===== config.mk =====
export PLATFORM = sky130hd
export DESIGN_NAME = pid_windowed_integral_controller_flat
export DESIGN_NICKNAME = d
export VERILOG_FILES = /design/src/rtl/pwic_pkg.sv /design/src/rtl/pwic_in_if.sv /design/src/rtl/pwic_out_if.sv /design/src/rtl/pwic_cfg_if.sv /design/src/rtl/pwic_ram.sv /design/src/rtl/pwic_front.sv /design/src/rtl/pwic_queue.sv /design/src/rtl/pwic_back.sv /design/src/rtl/pid_windowed_integral_controller.sv /design/src/flat_wrapper.sv
export SDC_FILE = /design/constraint.sdc
export NUM_CORES = 2
export LEC_CHECK = 0
export BUFFER_PORTS_ARGS = -buffer_cell sky130_fd_sc_hd__buf_4
export CELL_PAD_IN_SITES_DETAIL_PLACEMENT = 0
export CELL_PAD_IN_SITES_GLOBAL_PLACEMENT = 1
export CORE_MARGIN = 4
export CORE_UTILIZATION = 47
export DETAILED_ROUTE_END_ITERATION = 10
export PLACE_DENSITY = 0.89
export SLEW_MARGIN = 5
export SYNTH_ARGS = -nofsm -noshare
export SYNTH_HDL_FRONTEND = slang
export SYNTH_SLANG_ARGS = --single-unit

===== constraint.sdc =====
create_clock -name clk -period 11 [get_ports clk]
set_input_delay 0.55 -clock clk [delete_from_list [all_inputs] [get_ports clk]]
set_output_delay 0.55 -clock clk [all_outputs]
set_load 0.005 [all_outputs]

===== src/rtl/pwic_pkg.sv =====
package pwic_pkg;

  // field widths
  localparam int REVS_W      = 32;
  localparam int ERR_W       = 24;
  localparam int STOP_W      = 23;
  localparam int GAIN_W      = 16;
  localparam int CMD_W       = 8;
  localparam int CFG_IDX_W   = 3;
  localparam int CFG_DATA_W  = 24;
  // right shift that drops fraction bits from the command and the position product
  localparam int FRAC_W      = 16;

  // request queue between front and back
  localparam int QUEUE_DEPTH = 2;
  localparam int QPTR_W      = $clog2(QUEUE_DEPTH);

  // saturation limits
  localparam logic signed [ERR_W-1:0] ERR_MAX   = {1'b0, {(ERR_W-1){1'b1}}};
  localparam logic signed [ERR_W-1:0] ERR_MIN   = {1'b1, {(ERR_W-1){1'b0}}};
  localparam logic signed [CMD_W-1:0] CMD_LIMIT = CMD_W'(100);

  // register reset values
  localparam logic signed [ERR_W-1:0] TARGET_RST = '0;
  localparam logic [STOP_W-1:0]       STOP_RST   = STOP_W'(256);
  localparam logic [GAIN_W-1:0]       GAIN_P_RST = GAIN_W'(4267);
  localparam logic [GAIN_W-1:0]       GAIN_I_RST = GAIN_W'(1280);
  localparam logic [GAIN_W-1:0]       GAIN_D_RST = GAIN_W'(3413);
  localparam logic [GAIN_W-1:0]       TRAVEL_RST = GAIN_W'(2614);

  // configuration register indexes
  typedef enum logic [CFG_IDX_W-1:0] {
    CFG_TARGET = 3'd0,
    CFG_STOP   = 3'd1,
    CFG_GAIN_P = 3'd2,
    CFG_GAIN_I = 3'd3,
    CFG_GAIN_D = 3'd4,
    CFG_TRAVEL = 3'd5
  } cfg_idx_t;

  // request class set by the front
  typedef enum logic {
    OP_TRACK,
    OP_RESTART
  } op_t;

  typedef struct packed {
    logic signed [ERR_W-1:0] target;
    logic [STOP_W-1:0]       stop_band;
    logic [GAIN_W-1:0]       gain_p;
    logic [GAIN_W-1:0]       gain_i;
    logic [GAIN_W-1:0]       gain_d;
    logic [GAIN_W-1:0]       travel_per_rev;
  } cfg_t;

  typedef struct packed {
    op_t                      op;
    logic signed [REVS_W-1:0] measured_revs;
  } req_t;

  typedef struct packed {
    logic signed [CMD_W-1:0] drive_command;
    logic                    move_done;
    logic signed [ERR_W-1:0] current_error;
  } res_t;

endpackage


===== src/rtl/pwic_in_if.sv =====
// sample channel
interface pwic_in_if;
  logic                               valid;
  logic                               ready;
  logic signed [pwic_pkg::REVS_W-1:0] measured_revs;
  logic                               first_sample;

  modport source (output valid, output measured_revs, output first_sample, input ready);
  modport sink   (input valid, input measured_revs, input first_sample, output ready);
endinterface


===== src/rtl/pwic_out_if.sv =====
// result channel
interface pwic_out_if;
  logic                              valid;
  logic                              ready;
  logic signed [pwic_pkg::CMD_W-1:0] drive_command;
  logic                              move_done;
  logic signed [pwic_pkg::ERR_W-1:0] current_error;

  modport source (output valid, output drive_command, output move_done,
                  output current_error, input ready);
  modport sink   (input valid, input drive_command, input move_done,
                  input current_error, output ready);
endinterface


===== src/rtl/pwic_cfg_if.sv =====
// register write channel
interface pwic_cfg_if;
  logic                             valid;
  logic                             ready;
  logic [pwic_pkg::CFG_IDX_W-1:0]   index;
  logic [pwic_pkg::CFG_DATA_W-1:0]  data;

  modport source (output valid, output index, output data, input ready);
  modport sink   (input valid, input index, input data, output ready);
endinterface


===== src/rtl/pwic_ram.sv =====
// Generic single write port RAM with registered read.
module pwic_ram #(
  parameter int  WIDTH = 24,
  parameter int  DEPTH = 25,
  localparam int AW    = (DEPTH > 1) ? $clog2(DEPTH) : 1
) (
  input  logic               clk,
  input  logic               we,
  input  logic [AW-1:0]      waddr,
  input  logic [WIDTH-1:0]   wdata,
  input  logic [AW-1:0]      raddr,
  output logic [WIDTH-1:0]   rdata
);

  logic [WIDTH-1:0] mem [DEPTH];

  always_ff @(posedge clk) begin
    if (we) begin
      mem[waddr] <= wdata;
    end
    rdata <= mem[raddr];
  end
endmodule


===== src/rtl/pwic_front.sv =====
// Front: register file writes and sample intake, tagging restart requests.
module pwic_front (
  input  logic              clk,
  input  logic              rst,
  pwic_in_if.sink           in_ch,
  pwic_cfg_if.sink          cfg,
  input  logic              q_full,
  output logic              push,
  output pwic_pkg::req_t    push_req,
  output pwic_pkg::cfg_t    regs
);

  // register writes are always accepted
  assign cfg.ready = 1'b1;

  always_ff @(posedge clk) begin
    if (rst) begin
      regs.target         <= pwic_pkg::TARGET_RST;
      regs.stop_band      <= pwic_pkg::STOP_RST;
      regs.gain_p         <= pwic_pkg::GAIN_P_RST;
      regs.gain_i         <= pwic_pkg::GAIN_I_RST;
      regs.gain_d         <= pwic_pkg::GAIN_D_RST;
      regs.travel_per_rev <= pwic_pkg::TRAVEL_RST;
    end else if (cfg.valid) begin
      unique case (cfg.index)
        pwic_pkg::CFG_TARGET: begin
          regs.target <= $signed(cfg.data[pwic_pkg::ERR_W-1:0]);
        end
        pwic_pkg::CFG_STOP: begin
          regs.stop_band <= cfg.data[pwic_pkg::STOP_W-1:0];
        end
        pwic_pkg::CFG_GAIN_P: begin
          regs.gain_p <= cfg.data[pwic_pkg::GAIN_W-1:0];
        end
        pwic_pkg::CFG_GAIN_I: begin
          regs.gain_i <= cfg.data[pwic_pkg::GAIN_W-1:0];
        end
        pwic_pkg::CFG_GAIN_D: begin
          regs.gain_d <= cfg.data[pwic_pkg::GAIN_W-1:0];
        end
        pwic_pkg::CFG_TRAVEL: begin
          regs.travel_per_rev <= cfg.data[pwic_pkg::GAIN_W-1:0];
        end
        default: begin
        end
      endcase
    end
  end

  // sample intake: a request is taken whenever the queue has room
  assign in_ch.ready            = !q_full;
  assign push                   = in_ch.valid && !q_full;
  assign push_req.op            = in_ch.first_sample ? pwic_pkg::OP_RESTART
                                                     : pwic_pkg::OP_TRACK;
  assign push_req.measured_revs = in_ch.measured_revs;

endmodule


===== src/rtl/pwic_queue.sv =====
// Short request queue decoupling intake from the sequencer.
module pwic_queue (
  input  logic            clk,
  input  logic            rst,
  input  logic            push,
  input  pwic_pkg::req_t  push_req,
  output logic            full,
  input  logic            pop,
  output logic            head_valid,
  output pwic_pkg::req_t  head
);

  pwic_pkg::req_t                entries [pwic_pkg::QUEUE_DEPTH];
  logic [pwic_pkg::QPTR_W-1:0]   wr_ptr;
  logic [pwic_pkg::QPTR_W-1:0]   rd_ptr;
  logic [pwic_pkg::QPTR_W:0]     count;

  assign full       = (count == (pwic_pkg::QPTR_W+1)'(pwic_pkg::QUEUE_DEPTH));
  assign head_valid = (count != '0);
  assign head       = entries[rd_ptr];

  // pointers and fill level
  always_ff @(posedge clk) begin
    if (rst) begin
      wr_ptr <= '0;
      rd_ptr <= '0;
      count  <= '0;
    end else begin
      if (push) begin
        wr_ptr <= wr_ptr + 1'b1;
      end
      if (pop) begin
        rd_ptr <= rd_ptr + 1'b1;
      end
      if (push && !pop) begin
        count <= count + 1'b1;
      end else if (pop && !push) begin
        count <= count - 1'b1;
      end
    end
  end

  // storage
  always_ff @(posedge clk) begin
    if (push) begin
      entries[wr_ptr] <= push_req;
    end
  end

endmodule


===== src/rtl/pwic_back.sv =====
// Back: control-law sequencer around one shared signed multiplier.
module pwic_back #(
  parameter int WINDOW = 25
) (
  input  logic            clk,
  input  logic            rst,
  input  pwic_pkg::cfg_t  regs,
  input  logic            q_valid,
  input  pwic_pkg::req_t  q_req,
  output logic            q_pop,
  output logic            res_valid,
  input  logic            res_ready,
  output pwic_pkg::res_t  res
);
  localparam int PTR_W   = (WINDOW > 1) ? $clog2(WINDOW) : 1;
  localparam int SUM_W   = pwic_pkg::ERR_W + $clog2(WINDOW);
  localparam int RECIP_W = SUM_W + 1;
  localparam int DIFF_W  = pwic_pkg::ERR_W + 1;
  localparam int ACC_W   = SUM_W + pwic_pkg::GAIN_W + 3;
  localparam int MUL_A_W = ((pwic_pkg::REVS_W > SUM_W) ? pwic_pkg::REVS_W : SUM_W) + 1;
  localparam int MUL_B_W = ((pwic_pkg::GAIN_W > RECIP_W) ? pwic_pkg::GAIN_W : RECIP_W) + 1;
  localparam int PROD_W  = MUL_A_W + MUL_B_W;
  // floor(2^SUM_W / WINDOW): the mean is |sum| * RECIP >> SUM_W, then one fix-up
  localparam logic [RECIP_W-1:0] RECIP = RECIP_W'((64'd1 << SUM_W) / WINDOW);
  localparam logic [PTR_W-1:0]   PTR_LAST = PTR_W'(WINDOW - 1);

  typedef enum logic [2:0] {
    ST_LOAD,
    ST_ERR,
    ST_SUM,
    ST_MAG,
    ST_RCP,
    ST_FIX,
    ST_MULI,
    ST_OUT
  } state_t;

  state_t                           state;
  logic [WINDOW-1:0]                valid;
  logic [PTR_W-1:0]                 ptr;
  logic signed [SUM_W-1:0]          sum;
  logic signed [pwic_pkg::ERR_W-1:0] prev;
  logic signed [pwic_pkg::ERR_W-1:0] err;
  logic                             done;
  logic                             old_valid;
  logic signed [DIFF_W-1:0]         diff;
  logic [SUM_W-1:0]                 mag;
  logic [SUM_W-1:0]                 quot;
  logic signed [ACC_W-1:0]          acc;
  logic signed [PROD_W-1:0]         prod;

  logic                             restart;
  logic                             out_free;
  logic [PTR_W-1:0]                 raddr;
  logic [pwic_pkg::ERR_W-1:0]       rdata;
  logic signed [MUL_A_W-1:0]        mul_a;
  logic signed [MUL_B_W-1:0]        mul_b;
  logic signed [PROD_W-1:0]         prod_next;
  logic signed [pwic_pkg::REVS_W-1:0] distance;
  logic signed [pwic_pkg::REVS_W+1:0] err_wide;
  logic signed [pwic_pkg::ERR_W-1:0] err_next;
  logic signed [pwic_pkg::ERR_W-1:0] old_err;
  logic signed [SUM_W-1:0]          sum_next;
  logic [pwic_pkg::ERR_W:0]         abs_err;
  logic [SUM_W-1:0]                 mag_next;
  logic [SUM_W-1:0]                 q0;
  logic [SUM_W-1:0]                 rem;
  logic [SUM_W-1:0]                 quot_next;
  logic signed [ACC_W-1:0]          total;
  logic signed [ACC_W-1:0]          total_adj;
  logic signed [ACC_W-1:0]          cmd_wide;
  logic signed [pwic_pkg::CMD_W-1:0] cmd_next;

  assign restart  = (q_req.op == pwic_pkg::OP_RESTART);
  assign out_free = !res_valid || res_ready;
  assign q_pop    = (state == ST_LOAD) && q_valid;

  // error window, read at the slot about to be replaced
  assign raddr = (state == ST_LOAD && restart) ? '0 : ptr;

  pwic_ram #(
    .WIDTH (pwic_pkg::ERR_W),
    .DEPTH (WINDOW)
  ) u_window (
    .clk   (clk),
    .we    (state == ST_SUM),
    .waddr (ptr),
    .wdata (err),
    .raddr (raddr),
    .rdata (rdata)
  );

  // shared multiplier operand select; the I product is held while the result waits
  always_comb begin
    mul_a = '0;
    mul_b = '0;
    case (state) inside
      ST_LOAD: begin
        mul_a = MUL_A_W'(q_req.measured_revs);
        mul_b = $signed(MUL_B_W'(regs.travel_per_rev));
      end
      ST_SUM: begin
        mul_a = MUL_A_W'(err);
        mul_b = $signed(MUL_B_W'(regs.gain_p));
      end
      ST_MAG: begin
        mul_a = MUL_A_W'(diff);
        mul_b = $signed(MUL_B_W'(regs.gain_d));
      end
      ST_RCP: begin
        mul_a = $signed(MUL_A_W'(mag));
        mul_b = $signed(MUL_B_W'(RECIP));
      end
      ST_MULI, ST_OUT: begin
        mul_a = $signed(sum[SUM_W-1] ? -MUL_A_W'(quot) : MUL_A_W'(quot));
        mul_b = $signed(MUL_B_W'(regs.gain_i));
      end
      default: begin
      end
    endcase
  end

  assign prod_next = mul_a * mul_b;

  // distance (floor of the Q24.24 product) and saturated error
  assign distance = $signed(prod[pwic_pkg::REVS_W+pwic_pkg::FRAC_W-1:pwic_pkg::FRAC_W]);
  assign err_wide = (pwic_pkg::REVS_W+2)'(regs.target) - (pwic_pkg::REVS_W+2)'(distance);

  always_comb begin
    if (err_wide > (pwic_pkg::REVS_W+2)'(pwic_pkg::ERR_MAX)) begin
      err_next = pwic_pkg::ERR_MAX;
    end else if (err_wide < (pwic_pkg::REVS_W+2)'(pwic_pkg::ERR_MIN)) begin
      err_next = pwic_pkg::ERR_MIN;
    end else begin
      err_next = pwic_pkg::ERR_W'(err_wide);
    end
  end

  // running sum update; an unwritten slot counts as zero
  assign old_err  = old_valid ? $signed(rdata) : '0;
  assign sum_next = sum - SUM_W'(old_err) + SUM_W'(err);
  assign abs_err  = err[pwic_pkg::ERR_W-1] ? (pwic_pkg::ERR_W+1)'(-(pwic_pkg::ERR_W+1)'(err))
                                           : (pwic_pkg::ERR_W+1)'(err);
  assign mag_next = sum[SUM_W-1] ? SUM_W'(-sum) : SUM_W'(sum);

  // reciprocal quotient is at most one short
  assign q0        = prod[SUM_W +: SUM_W];
  assign rem       = mag - q0 * SUM_W'(WINDOW);
  assign quot_next = (rem >= SUM_W'(WINDOW)) ? q0 + SUM_W'(1) : q0;

  // command: truncate toward zero, then clamp
  assign total     = acc + ACC_W'(prod);
  assign total_adj = total[ACC_W-1] ? total + ACC_W'((1 << pwic_pkg::FRAC_W) - 1) : total;
  assign cmd_wide  = total_adj >>> pwic_pkg::FRAC_W;

  always_comb begin
    if (cmd_wide > ACC_W'(pwic_pkg::CMD_LIMIT)) begin
      cmd_next = pwic_pkg::CMD_LIMIT;
    end else if (cmd_wide < -ACC_W'(pwic_pkg::CMD_LIMIT)) begin
      cmd_next = -pwic_pkg::CMD_LIMIT;
    end else begin
      cmd_next = pwic_pkg::CMD_W'(cmd_wide);
    end
  end

  // sequencer, window state and result register
  always_ff @(posedge clk) begin
    if (rst) begin
      state     <= ST_LOAD;
      valid     <= '0;
      ptr       <= '0;
      sum       <= '0;
      prev      <= '0;
      res_valid <= 1'b0;
    end else begin
      prod <= prod_next;
      if (state == ST_OUT && out_free) begin
        res_valid <= 1'b1;
      end else if (res_ready) begin
        res_valid <= 1'b0;
      end

      unique case (state)
        ST_LOAD: begin
          if (q_valid) begin
            if (restart) begin
              valid <= '0;
              sum   <= '0;
              ptr   <= '0;
              prev  <= regs.target;
            end
            old_valid <= !restart && valid[ptr];
            state     <= ST_ERR;
          end
        end
        ST_ERR: begin
          err   <= err_next;
          state <= ST_SUM;
        end
        ST_SUM: begin
          valid[ptr] <= 1'b1;
          ptr        <= (ptr == PTR_LAST) ? '0 : ptr + 1'b1;
          sum        <= sum_next;
          diff       <= DIFF_W'(err) - DIFF_W'(prev);
          done       <= abs_err <= (pwic_pkg::ERR_W+1)'(regs.stop_band);
          state      <= ST_MAG;
        end
        ST_MAG: begin
          mag   <= mag_next;
          acc   <= ACC_W'(prod);
          state <= ST_RCP;
        end
        ST_RCP: begin
          acc   <= acc + ACC_W'(prod);
          state <= ST_FIX;
        end
        ST_FIX: begin
          quot  <= quot_next;
          state <= ST_MULI;
        end
        ST_MULI: begin
          state <= ST_OUT;
        end
        ST_OUT: begin
          if (out_free) begin
            res.drive_command <= cmd_next;
            res.move_done     <= done;
            res.current_error <= err;
            prev              <= err;
            state             <= ST_LOAD;
          end
        end
        default: begin
          state <= ST_LOAD;
        end
      endcase
    end
  end

endmodule


===== src/rtl/pid_windowed_integral_controller.sv =====
// Windowed-integral PID distance controller. Each request carries one wheel
// position sample (signed Q16.16 revolutions) and a first-sample flag; each
// gives exactly one result: a drive command in whole percent (-100..100,
// truncated toward zero, then clamped), a done flag (|error| <= stop band)
// and the saturated Q16.8 error. The integral term uses the mean of the last
// WINDOW errors, held in a small RAM with per-entry valid bits, so a first
// sample restarts the window at once and no clearing pass is needed after
// reset. From leaving the request queue to its result being registered, a
// sample's steps follow the sequence of five products on the one shared
// multiplier (distance, P, D, reciprocal for the mean, I); intake runs ahead
// through a two-entry queue, and a waiting result holds only the final step.
// Register writes are accepted at once and are to be made while no request is
// in flight; an index above the last register is ignored.
module pid_windowed_integral_controller #(
  parameter int WINDOW = 25
) (
  input  logic        clk,
  input  logic        rst,
  pwic_in_if.sink     in_ch,
  pwic_out_if.source  out_ch,
  pwic_cfg_if.sink    cfg
);

  pwic_pkg::cfg_t regs;
  pwic_pkg::req_t push_req;
  pwic_pkg::req_t head;
  pwic_pkg::res_t res;
  logic           push;
  logic           q_full;
  logic           head_valid;
  logic           pop;
  logic           res_valid;

  pwic_front u_front (
    .clk      (clk),
    .rst      (rst),
    .in_ch    (in_ch),
    .cfg      (cfg),
    .q_full   (q_full),
    .push     (push),
    .push_req (push_req),
    .regs     (regs)
  );

  pwic_queue u_queue (
    .clk        (clk),
    .rst        (rst),
    .push       (push),
    .push_req   (push_req),
    .full       (q_full),
    .pop        (pop),
    .head_valid (head_valid),
    .head       (head)
  );

  pwic_back #(
    .WINDOW (WINDOW)
  ) u_back (
    .clk       (clk),
    .rst       (rst),
    .regs      (regs),
    .q_valid   (head_valid),
    .q_req     (head),
    .q_pop     (pop),
    .res_valid (res_valid),
    .res_ready (out_ch.ready),
    .res       (res)
  );

  // result channel
  assign out_ch.valid         = res_valid;
  assign out_ch.drive_command = res.drive_command;
  assign out_ch.move_done     = res.move_done;
  assign out_ch.current_error = res.current_error;

endmodule


===== src/flat_wrapper.sv =====
// flat-port wrapper written by rule: the top's interface ports become plain ports
module pid_windowed_integral_controller_flat 
#(
  parameter int WINDOW = 25
)
  (clk, rst, in_ch_valid, in_ch_measured_revs, in_ch_first_sample, in_ch_ready, out_ch_valid, out_ch_drive_command, out_ch_move_done, out_ch_current_error, out_ch_ready, cfg_valid, cfg_index, cfg_data, cfg_ready);
  pwic_in_if in_ch_i ();
  pwic_out_if out_ch_i ();
  pwic_cfg_if cfg_i ();
  input  logic clk;
  input  logic rst;
  input wire logic [$bits(in_ch_i.valid)-1:0] in_ch_valid;
  input wire logic [$bits(in_ch_i.measured_revs)-1:0] in_ch_measured_revs;
  input wire logic [$bits(in_ch_i.first_sample)-1:0] in_ch_first_sample;
  output wire logic [$bits(in_ch_i.ready)-1:0] in_ch_ready;
  output wire logic [$bits(out_ch_i.valid)-1:0] out_ch_valid;
  output wire logic [$bits(out_ch_i.drive_command)-1:0] out_ch_drive_command;
  output wire logic [$bits(out_ch_i.move_done)-1:0] out_ch_move_done;
  output wire logic [$bits(out_ch_i.current_error)-1:0] out_ch_current_error;
  input wire logic [$bits(out_ch_i.ready)-1:0] out_ch_ready;
  input wire logic [$bits(cfg_i.valid)-1:0] cfg_valid;
  input wire logic [$bits(cfg_i.index)-1:0] cfg_index;
  input wire logic [$bits(cfg_i.data)-1:0] cfg_data;
  output wire logic [$bits(cfg_i.ready)-1:0] cfg_ready;
  assign in_ch_i.valid = in_ch_valid;
  assign in_ch_i.measured_revs = in_ch_measured_revs;
  assign in_ch_i.first_sample = in_ch_first_sample;
  assign in_ch_ready = in_ch_i.ready;
  assign out_ch_valid = out_ch_i.valid;
  assign out_ch_drive_command = out_ch_i.drive_command;
  assign out_ch_move_done = out_ch_i.move_done;
  assign out_ch_current_error = out_ch_i.current_error;
  assign out_ch_i.ready = out_ch_ready;
  assign cfg_i.valid = cfg_valid;
  assign cfg_i.index = cfg_index;
  assign cfg_i.data = cfg_data;
  assign cfg_ready = cfg_i.ready;
  pid_windowed_integral_controller #(.WINDOW(WINDOW)) u_core (.clk(clk), .rst(rst), .in_ch(in_ch_i), .out_ch(out_ch_i), .cfg(cfg_i));
endmodule

==> reports/metrics.cfg <==
[setup_path]
worstSetupEndpointType=flip-flop
crit_arrival_ps=11290
max_stage_delay_ps=580
path_class=flip-flop to flip-flop
crit_fanout=3
crit_slowest_cell=or4_4
required_ps=11530
crit_path_frequent_cell=fa_1
cp-start-kind=flip-flop

[place]
gp_congestion=1.01
post-dp-hpwl_um=197000
numPortBuffers=99
dp_worst_setup_slack_ps=-769

[synthesis]
synth_area_mm2=0.0840
synth_edf_count=914
synthFlopType=edfxtp_1
yosysWarnings=0
yosysUniqueCellTypes=112
yosysSeqAreaShare=0.381
syn_inst=8295
synth-seq-cells=1141
async_flop_share=0
syn_avg_cell_area_um2=10.1

[timing]
max-slew-margin-rel=0.173
fmax_mhz=92.9
hold_viol=0
setup_violations=0
final_max_slew_viol_count=0
fin_ws_ps=240
finClkSkew_ps=91.0
worst-slew-pin-transition_ps=1240
fin_crit_sh=0.978
finalCriticalPeriod_ps=10760

[global_route]
antenna_found_initial=12
grt_pass1_vias=65329
grt_overflow=0
grt_usage=0.279
grt_start_max_net_pins=72
grt_pass1_wl_um=396000

[clocking]
cts_buffer_depth=3
clkSinkCount=1141
cts_made_buffers=119
clock_latency_ps=800
cts_tree=built
root_buffer=clkbuf_16
h-tree-depth=3
clk_pin_slew_ps=60

[layout]
nets=9951
area_growth_pct=12.6
layout-drive-gt1-share=0.106
regArea_mm2=0.0320
final_cell_mix=1,166 x nand2_1, 1,058 x inv_1, 914 x edfxtp_1
layout_commonest_cell=nand2_1
fillers=15404
multi_input_area_mm2=0.0474

[status]
status=completed

[floorplanning]
die_area_mm2=0.186
ios=101
initial_core_util=0.475
num_rows=154
die-height_um=431
core_mm2=0.177
die_w_um=431

[routing]
drc=0
wl_per_cell_um=23.7
drt_iter0_drc=6006
dr.pass1.iters=6
routed_wl_um=261000
vias=64372
viasPerCell=5.82
ant_nets=0

[run]
drv_cap=0

[worst_hold_path]
worstHoldPathType=input port to flip-flop

flip-flops by register name, summed over array words and instances (netlist names), named ones only:
name / cells
u_core.u_queue.entries: 66
u_core.u_back.old_valid: 1
u_core.u_queue.rd_ptr: 1
u_core.u_back.mag: 29
u_core.u_back.diff: 25
u_core.u_back.sum: 29
u_core.u_back.prod: 58
u_core.u_back.ptr: 5
u_core.u_back.res_valid: 1
u_core.u_back.quot: 29
u_core.u_back.state: 3
u_core.u_back.res: 33
u_core.u_back.valid: 25
u_core.u_back.err: 24
u_core.u_queue.wr_ptr: 1
u_core.u_back.done: 1
u_core.u_back.acc: 48
u_core.u_back.prev: 24
u_core.u_back.u_window.mem: 600
u_core.u_back.u_window.rdata: 24
u_core.u_front.regs: 111
u_core.u_queue.count: 2
through the flow:
stage / utilization / area, um^2 / TNS, ps / hold slack [ps] / std cells
final: 0.535 / 94600 / 0 / 55.8 / 11054
after global routing: 0.535 / 94600 / -235 / 32.4 / 11051
after CTS: 0.532 / 94200 / 0 / 10.0 / 11033
after detailed placement: 0.507 / 89600 / -2960 / 411 / 10769
after global placement: 0.507 / 89600 / -3060 / 413 / 10769
after floorplan: - / 84100 / 0 / 400 / 8322
cell usage after synthesis, types with 12 or more instances:
cell type	instances	share of area
a211o_1	15	0.0016
buf_1	31	0.0014
nand4_1	46	0.0034
o211ai_1	76	0.0068
o2111ai_1	32	0.0033
buf_2	17	0.0010
nor3b_1	17	0.0015
and3_1	88	0.0066
a311oi_1	87	0.0091
o41ai_1	14	0.0015
nand2b_1	60	0.0045
nor4_1	20	0.0015
edfxtp_1	914	0.33
mux2i_1	107	0.013
nor3_1	56	0.0033
a211oi_1	27	0.0024
ha_1	531	0.079
o21a_1	50	0.0045
o21ai_1	19	0.0011
o21ai_0	266	0.016
inv_1	1060	0.047
o21bai_1	28	0.0025
a21boi_0	17	0.0015
and2_1	64	0.0048
or2_2	34	0.0025
or4_1	18	0.0016
a21oi_1	431	0.026
a31oi_1	93	0.0069
or3_1	27	0.0020
o31ai_1	40	0.0036
mux2_2	12	0.0016
xnor2_1	210	0.022
nor2_1	642	0.029
fa_1	754	0.18
nand2_1	1173	0.052
nor2b_1	46	0.0034
o22ai_1	49	0.0036
a21o_1	92	0.0082
clkbuf_1	320	0.014
o221ai_1	34	0.0035
dfxtp_1	227	0.054
xor2_1	81	0.0084
nand3_1	169	0.010
repair_timing:
item	CTS	global route
gates resized for setup	21	63
pin swaps	5	56
setup endpoints to repair	11	17
endpoints found under the hold margin	71	0
cloned	0	0
buffers inserted	2	13
hold buffers	36	0
cell type report:
class,instances,area share
Clock buffer,168,0.0359
Antenna cell,8,0.000212
Clock inverter,58,0.00704
Multi-Input combinational cell,5741,0.501
Timing Repair Buffer,536,0.0447
Inverter,1062,0.0422
Tap cell,2340,0.0310
Sequential cell,1141,0.338
kinds of logic (layout without fill, tap and decap cells):
| group | Yosys count | in the layout | synth area share |
|---|---|---|---|
| adder cells (fa/ha/maj) | 1285 | 1285 | 0.259 |
| AO/OA/AOI/OAI | 1496 | 1496 | 0.117 |
| XOR/XNOR | 291 | 291 | 0.0303 |
| AND/OR/NAND/NOR | 2514 | 2514 | 0.132 |
| flip-flops | 1141 | 1141 | 0.381 |
| multiplexers | 126 | 126 | 0.0162 |
| other | 2 | 37 | 0.0000894 |
| buffers and inverters | 1440 | 1824 | 0.0652 |
layer usage:
metal,wire length [um],vias up,GRT usage
li1,-,28824,-
met1,102000,32006,0.359
met2,124000,2910,0.463
met3,20900,628,0.0441
met4,14300,4,0.137
met5,21,-,0
path summary, 6_finish.rpt:
kind | start | end | slack [ps] | cells after the start
max | u_core.u_back.quot[6]$_DFFE_PP_ | u_core.u_back.prod[46]$_DFFE_PN_ | 240 | 41
min | cfg_data[3] | u_core.u_front.regs[51]$_SDFFE_PP1P_ | 60 | 3
max reg2reg | u_core.u_back.quot[6]$_DFFE_PP_ | u_core.u_back.prod[46]$_DFFE_PN_ | 240 | 41
min reg2reg | u_core.u_back.done$_DFFE_PP_ | u_core.u_back.res[24]$_DFFE_PP_ | 430 | 0
worst max-delay path: cells and delay by family (launching register included):
kind | cells | cell delay (ps)
and+or+nand+nor | 11 | 2760
DFF | 1 | 410
xor gates and xnor gates | 2 | 300
buffers and inverters | 11 | 1520
adders and majority gates | 9 | 4370
AOI/OAI and AO/OA | 8 | 1240
Power is left out: the tool's default activity adds up to more than one toggle a clock period on the data nets, which glitch-free logic cannot reach.
